### config.mk
export PLATFORM = sky130hd
export DESIGN_NAME = sorted_insert_priority_queue_top
export DESIGN_NICKNAME = d
export VERILOG_FILES = /design/src/rtl/spq_pkg.sv /design/src/rtl/spq_cell.sv /design/src/rtl/sorted_insert_priority_queue_top.sv
export VERILOG_INCLUDE_DIRS = /design/src /design/src/rtl
export SDC_FILE = /design/constraint.sdc
export NUM_CORES = 2
export LEC_CHECK = 0
export BUFFER_PORTS_ARGS = -buffer_cell sky130_fd_sc_hd__buf_2
export CAP_MARGIN = 20
export CORE_MARGIN = 1
export CORE_UTILIZATION = 45
export DETAILED_ROUTE_END_ITERATION = 8
export GPL_TIMING_DRIVEN = 0
export HOLD_SLACK_MARGIN = 0.08
export PLACE_DENSITY_LB_ADDON = 0.05
export REMOVE_ABC_BUFFERS = 1
export SLEW_MARGIN = 20
export SYNTH_ARGS = -nofsm -noshare
export SYNTH_HDL_FRONTEND = slang
export SYNTH_HIERARCHICAL = 1
export SYNTH_SLANG_ARGS = --single-unit
### constraint.sdc
create_clock -name clock -period 15.8 [get_ports clock]
set_input_delay 3.16 -clock clock [delete_from_list [all_inputs] [get_ports clock]]
set_output_delay 3.16 -clock clock [all_outputs]
set_load 0.1 [all_outputs]
### src/rtl/sorted_insert_priority_queue_top_defines.svh
// Assertion macros for the sorted-insert priority queue.
// Included by the top level; depends on nothing else.
`ifndef SORTED_INSERT_PRIORITY_QUEUE_TOP_DEFINES_SVH
`define SORTED_INSERT_PRIORITY_QUEUE_TOP_DEFINES_SVH

// Checked only outside reset
`define SPQ_ASSERT(lbl, clk, rst, prop, msg) \
   lbl: assert property (@(posedge clk) disable iff (rst) prop) else $error(msg);

// Checked on every edge, reset included
`define SPQ_ASSERT_ALWAYS(lbl, clk, prop, msg) \
   lbl: assert property (@(posedge clk) prop) else $error(msg);

`endif

### src/rtl/spq_pkg.sv
// Shared types and codes for the sorted-insert priority queue.
// Used by spq_cell and the top level; no dependencies.
package spq_pkg;

   localparam int VALUE_W = 32;
   localparam int OCC_W   = 5;

   // Item operation codes
   typedef enum logic {
      OP_INSERT = 1'b0,
      OP_REMOVE = 1'b1
   } op_type;

   // Result status codes
   typedef enum logic [1:0] {
      ST_OK    = 2'd0,
      ST_EMPTY = 2'd1,
      ST_FULL  = 2'd2
   } status_type;

   // Broadcast to every cell for one item
   typedef struct packed {
      logic                      load;
      op_type                    op;
      logic signed [VALUE_W-1:0] value;
   } cmd_type;

   // Handed from a cell to its right-hand neighbor
   typedef struct packed {
      logic                      gt;
      logic signed [VALUE_W-1:0] value;
   } link_type;

endpackage

### src/rtl/spq_cell.sv
// One slot of the sorted chain: holds a value, compares it to the item.
// Depends on spq_pkg.
module spq_cell #(
   parameter int IDX   = 0,
   parameter int CNT_W = 5
) (
   input  logic                              clock,
   input  spq_pkg::cmd_type                  cmd,
   input  logic [CNT_W-1:0]                  count,
   input  spq_pkg::link_type                 left_link,
   input  logic signed [spq_pkg::VALUE_W-1:0] right_value,
   output spq_pkg::link_type                 link_out
);
   import spq_pkg::*;

   logic signed [VALUE_W-1:0] value_ff, value_in;
   logic                      occupied;
   logic                      at_end;
   logic                      gt;

   // Slot status relative to the fill level
   assign occupied = CNT_W'(IDX) < count;
   assign at_end   = CNT_W'(IDX) == count;
   assign gt       = occupied && (value_ff > cmd.value);

   assign link_out.gt    = gt;
   assign link_out.value = value_ff;

   // Insert shifts larger values right; remove shifts everything left
   always_comb begin
      value_in = value_ff;
      if (cmd.load) begin
         unique case (cmd.op)
            OP_REMOVE: value_in = right_value;
            OP_INSERT: begin
               priority if (left_link.gt) begin
                  value_in = left_link.value;
               end else if (gt || at_end) begin
                  value_in = cmd.value;
               end
            end
            default: value_in = value_ff;
         endcase
      end
   end

   always_ff @(posedge clock) begin
      value_ff <= value_in;
   end

endmodule

### src/rtl/sorted_insert_priority_queue_top.sv
// Sorted-insert min priority queue: a chain of DEPTH compare-and-shift cells.
// The result is strobed in the cycle after the item is taken (start high).
// Throughput: one item per cycle; busy stays low, the chain settles each cycle.
// Reset (synchronous) empties the queue; stored values are not cleared.
// Depends on spq_pkg, spq_cell and the defines header.
`include "sorted_insert_priority_queue_top_defines.svh"
module sorted_insert_priority_queue_top #(
   parameter int DEPTH = 16
) (
   input  logic                                clock,
   input  logic                                reset,
   input  logic                                start,
   output logic                                busy,
   input  logic                                req_op,
   input  logic signed [spq_pkg::VALUE_W-1:0]  req_value,
   output logic                                rsp_valid,
   output logic signed [spq_pkg::VALUE_W-1:0]  rsp_removed_value,
   output logic [1:0]                          rsp_status,
   output logic [spq_pkg::OCC_W-1:0]           rsp_occupancy
);
   import spq_pkg::*;

   localparam int CNT_W = $clog2(DEPTH + 1);

   logic [CNT_W-1:0]          count_ff, count_in;
   logic                      accept;
   logic                      full, empty;
   op_type                    op;
   cmd_type                   cmd;
   status_type                status;
   link_type                  links [DEPTH];
   logic signed [VALUE_W-1:0] right_vals [DEPTH];

   logic                      rsp_valid_ff;
   logic signed [VALUE_W-1:0] removed_ff, removed_in;
   status_type                status_ff;
   logic [OCC_W-1:0]          occ_ff;

   assign busy   = 1'b0;
   assign accept = start && !busy;
   assign op     = op_type'(req_op);
   assign full   = count_ff == CNT_W'(DEPTH);
   assign empty  = count_ff == '0;

   // Decode the item into a chain command and a status
   always_comb begin
      cmd.op    = op;
      cmd.value = req_value;
      cmd.load  = 1'b0;
      status    = ST_OK;
      count_in  = count_ff;
      if (accept) begin
         unique case (op)
            OP_INSERT: begin
               if (full) begin
                  status = ST_FULL;
               end else begin
                  cmd.load = 1'b1;
                  count_in = count_ff + 1'b1;
               end
            end
            OP_REMOVE: begin
               if (empty) begin
                  status = ST_EMPTY;
               end else begin
                  cmd.load = 1'b1;
                  count_in = count_ff - 1'b1;
               end
            end
            default: status = ST_OK;
         endcase
      end
   end

   assign removed_in = (op == OP_REMOVE && cmd.load) ? links[0].value : '0;

   // Cell chain
   for (genvar i = 0; i < DEPTH; i++) begin : g_cell
      link_type left_link;
      if (i == 0) begin : g_head
         assign left_link = '0;
      end else begin : g_body
         assign left_link = links[i-1];
      end
      if (i == DEPTH - 1) begin : g_tail
         assign right_vals[i] = links[i].value;
      end else begin : g_mid
         assign right_vals[i] = links[i+1].value;
      end
      spq_cell #(
         .IDX   (i),
         .CNT_W (CNT_W)
      ) u_cell (
         .clock       (clock),
         .cmd         (cmd),
         .count       (count_ff),
         .left_link   (left_link),
         .right_value (right_vals[i]),
         .link_out    (links[i])
      );
   end

   // Control state
   always_ff @(posedge clock) begin
      if (reset) begin
         count_ff     <= '0;
         rsp_valid_ff <= 1'b0;
      end else begin
         count_ff     <= count_in;
         rsp_valid_ff <= accept;
      end
   end

   // Result payload
   always_ff @(posedge clock) begin
      removed_ff <= removed_in;
      status_ff  <= status;
      occ_ff     <= OCC_W'(count_in);
   end

   assign rsp_valid         = rsp_valid_ff;
   assign rsp_removed_value = removed_ff;
   assign rsp_status        = status_ff;
   assign rsp_occupancy     = occ_ff;

   // Checks
   `SPQ_ASSERT(a_count_bound, clock, reset, count_ff <= CNT_W'(DEPTH),
               "count above depth")
   `SPQ_ASSERT(a_rsp_follows, clock, reset, accept |=> rsp_valid, "item without result")
   `SPQ_ASSERT(a_empty_status, clock, reset,
               (accept && op == OP_REMOVE && empty) |=>
               (rsp_status == ST_EMPTY && rsp_removed_value == '0),
               "empty remove misreported")
   `SPQ_ASSERT(a_insert_grows, clock, reset,
               (cmd.load && op == OP_INSERT) |=> (count_ff == $past(count_ff) + 1'b1),
               "insert did not grow queue")
   `SPQ_ASSERT(a_head_sorted, clock, reset,
               (count_ff >= CNT_W'(2)) |-> (links[0].value <= links[1].value),
               "head out of order")

endmodule
==> results.ini <==
[die]
fp.dieH_um = 303.8
die_w_um = 303.8
initial_utilization_pct = 45.46
ios = 77
coreArea_um2 = 90150
dieArea_um2 = 92290
num_rows = 110

[cts]
post_cts_resized = 0
worstSkewPairLatency_ns = 0.63
cts.clk_slew.worst_paths_ns = 0.05
cts_root_buffer = clkbuf_16
cts_setup_buffers = 0
cts_tree = done
cts_max_path_buffers = 3
ctsHoldBuffers = 0
clkSinkCount = 557
numCtsBuffers = 73
htree_levels = 3

[sta]
setup_viol = 0
setup_ws_ns = 8.301
fin_skew_ns = 0.02730
slew_violations = 0
worstMarginPinSlew_ns = 1.159
fin_crit_ns = 7.499
fmax_mhz = 133.4
fin_tns_setup_ns = 0
rsz0062_at_grt = false
period_share_pct = 47.46
finalHoldViolCount = 0
timing.slew.headroom_pct = 22.05

[logic_synthesis]
synthCells = 4329
yosysWarnings = 6
netlist_area_um2 = 40980
syn_area_per_cell_um2 = 9.467

[placement]
placed_area_um2 = 43630
dpl_worst_slack_ns = 7.771
hpwlAfterDp_um = 77230
io_buffers = 75
place.gp.congestion = 0.8030

[critical_path]
critPathArrivalTime_ns = 7.86
path_class = in2reg
worstSetupStartpointType = input pin
required_ns = 16.16
cp-end-kind = flip-flop
critPathMaxFanout = 32

[drt]
wl_per_cell_um = 18.83
avgViaCountPerCell = 5.576
firstDrtPassIters = 5
drt_iter0_drc = 2220
post-route-drc-count = 0
ant_nets = 0
vias = 31130
wl_um = 105100

[pwr]
p_leak_uw = 0.01865
powerDensity_nw_per_um2 = 96.15
peakVddDrop_mv = 0.06182
total_power_uw = 4404

[global_route]
grt_start_max_net_pins = 152
overflow = 0
grt_antenna_before_repair = 0
groute.usage.overall_pct = 22.53
grt_pass1_vias = 30924
grt_pass1_wl_um = 170000

[layout]
n_antenna_cell = 0
final_util_pct = 50.81
finalInstanceArea_um2 = 45800
fin_nets = 4909
fillers = 8483
drive_gt1_share_pct = 6.512
area.growth.synth_to_final_pct = 11.76
final_cell_mix = 614 x nand2_1, 561 x o21ai_0, 535 x inv_1
layout_commonest_cell = nand2_1

[min_path]
hold_class = reg2reg

[run]
maxCapViolations = 0

[run_status]
status = complete, no violations

## routing by layer
metal / share of wire [%] / vias to the layer above / wire [um] / GRT usage (%)
li1: - / 15662 / - / -
met1: 50 / 14984 / 52930 / 32.76
met2: 45 / 397 / 47100 / 36.12
met3: 3.7 / 87 / 3868 / 2.556
met4: 1.2 / 0 / 1235 / 4.427
met5: 0 / - / 0 / 0
## final timing paths
kind                                                  from                                       end  slack, ns  depth (start not counted)
setup / recovery                             req_value[31]  g_cell[13].u_cell/value_ff[15]$_DFFE_PP_       8.30                         13
hold / removal                      count_ff[0]$_SDFF_PP0_                  rsp_occupancy[0]$_DFF_P_       0.50                          1
setup reg to reg  g_cell[12].u_cell/value_ff[31]$_DFFE_PP_  g_cell[13].u_cell/value_ff[15]$_DFFE_PP_      11.09                         11
hold reg to reg                     count_ff[0]$_SDFF_PP0_                  rsp_occupancy[0]$_DFF_P_       0.50                          1
## worst max-delay path, cell delays in order
cell      delay, ns
buf_2          0.54
inv_1          0.10
ha_1           0.39
nand4_1        0.24
nor4_1         1.03
and3_1         0.34
nor3_1         0.07
o211ai_1       0.19
nand2_2        0.44
buf_16         0.32
a211oi_1       0.36
a31oi_4        0.34
buf_16         0.28
## flip-flops by register name, indices dropped and copies added (netlist names)
register / flops
count_ff: 5
g_cell.u_cell/value_ff: 512
rsp_occupancy: 5
rsp_removed_value: 32
rsp_status: 2
rsp_valid: 1
## cell type report
cell class | count | area, um2 | share of cell area [%]
Timing Repair Buffer | 122 | 1593 | 3.477
Clock inverter | 20 | 153.9 | 0.3360
Clock buffer | 103 | 2012 | 4.392
Inverter | 535 | 2008 | 4.384
Sequential cell | 557 | 16280 | 35.55
Multi-Input combinational cell | 3070 | 22280 | 48.65
Tap cell | 1176 | 1471 | 3.212
## stage by stage
stage               cells  hold WS [ns]
finish               5583        0.5033
floorplan            4162        0.4724
global placement     5413        0.5028
detailed placement   5460        0.4996
CTS                  5583        0.5067
global route         5583        0.5318
## where the power goes
group          switching, uW  internal [uW]  total (uW)  leakage [uW]
Sequential               106           1790        1890       0.00517
Combinational            581            356         937        0.0124
Clock                    660            914        1570       0.00105
Total                   1350           3060        4400        0.0186
(Power assumes the default switching activity.)
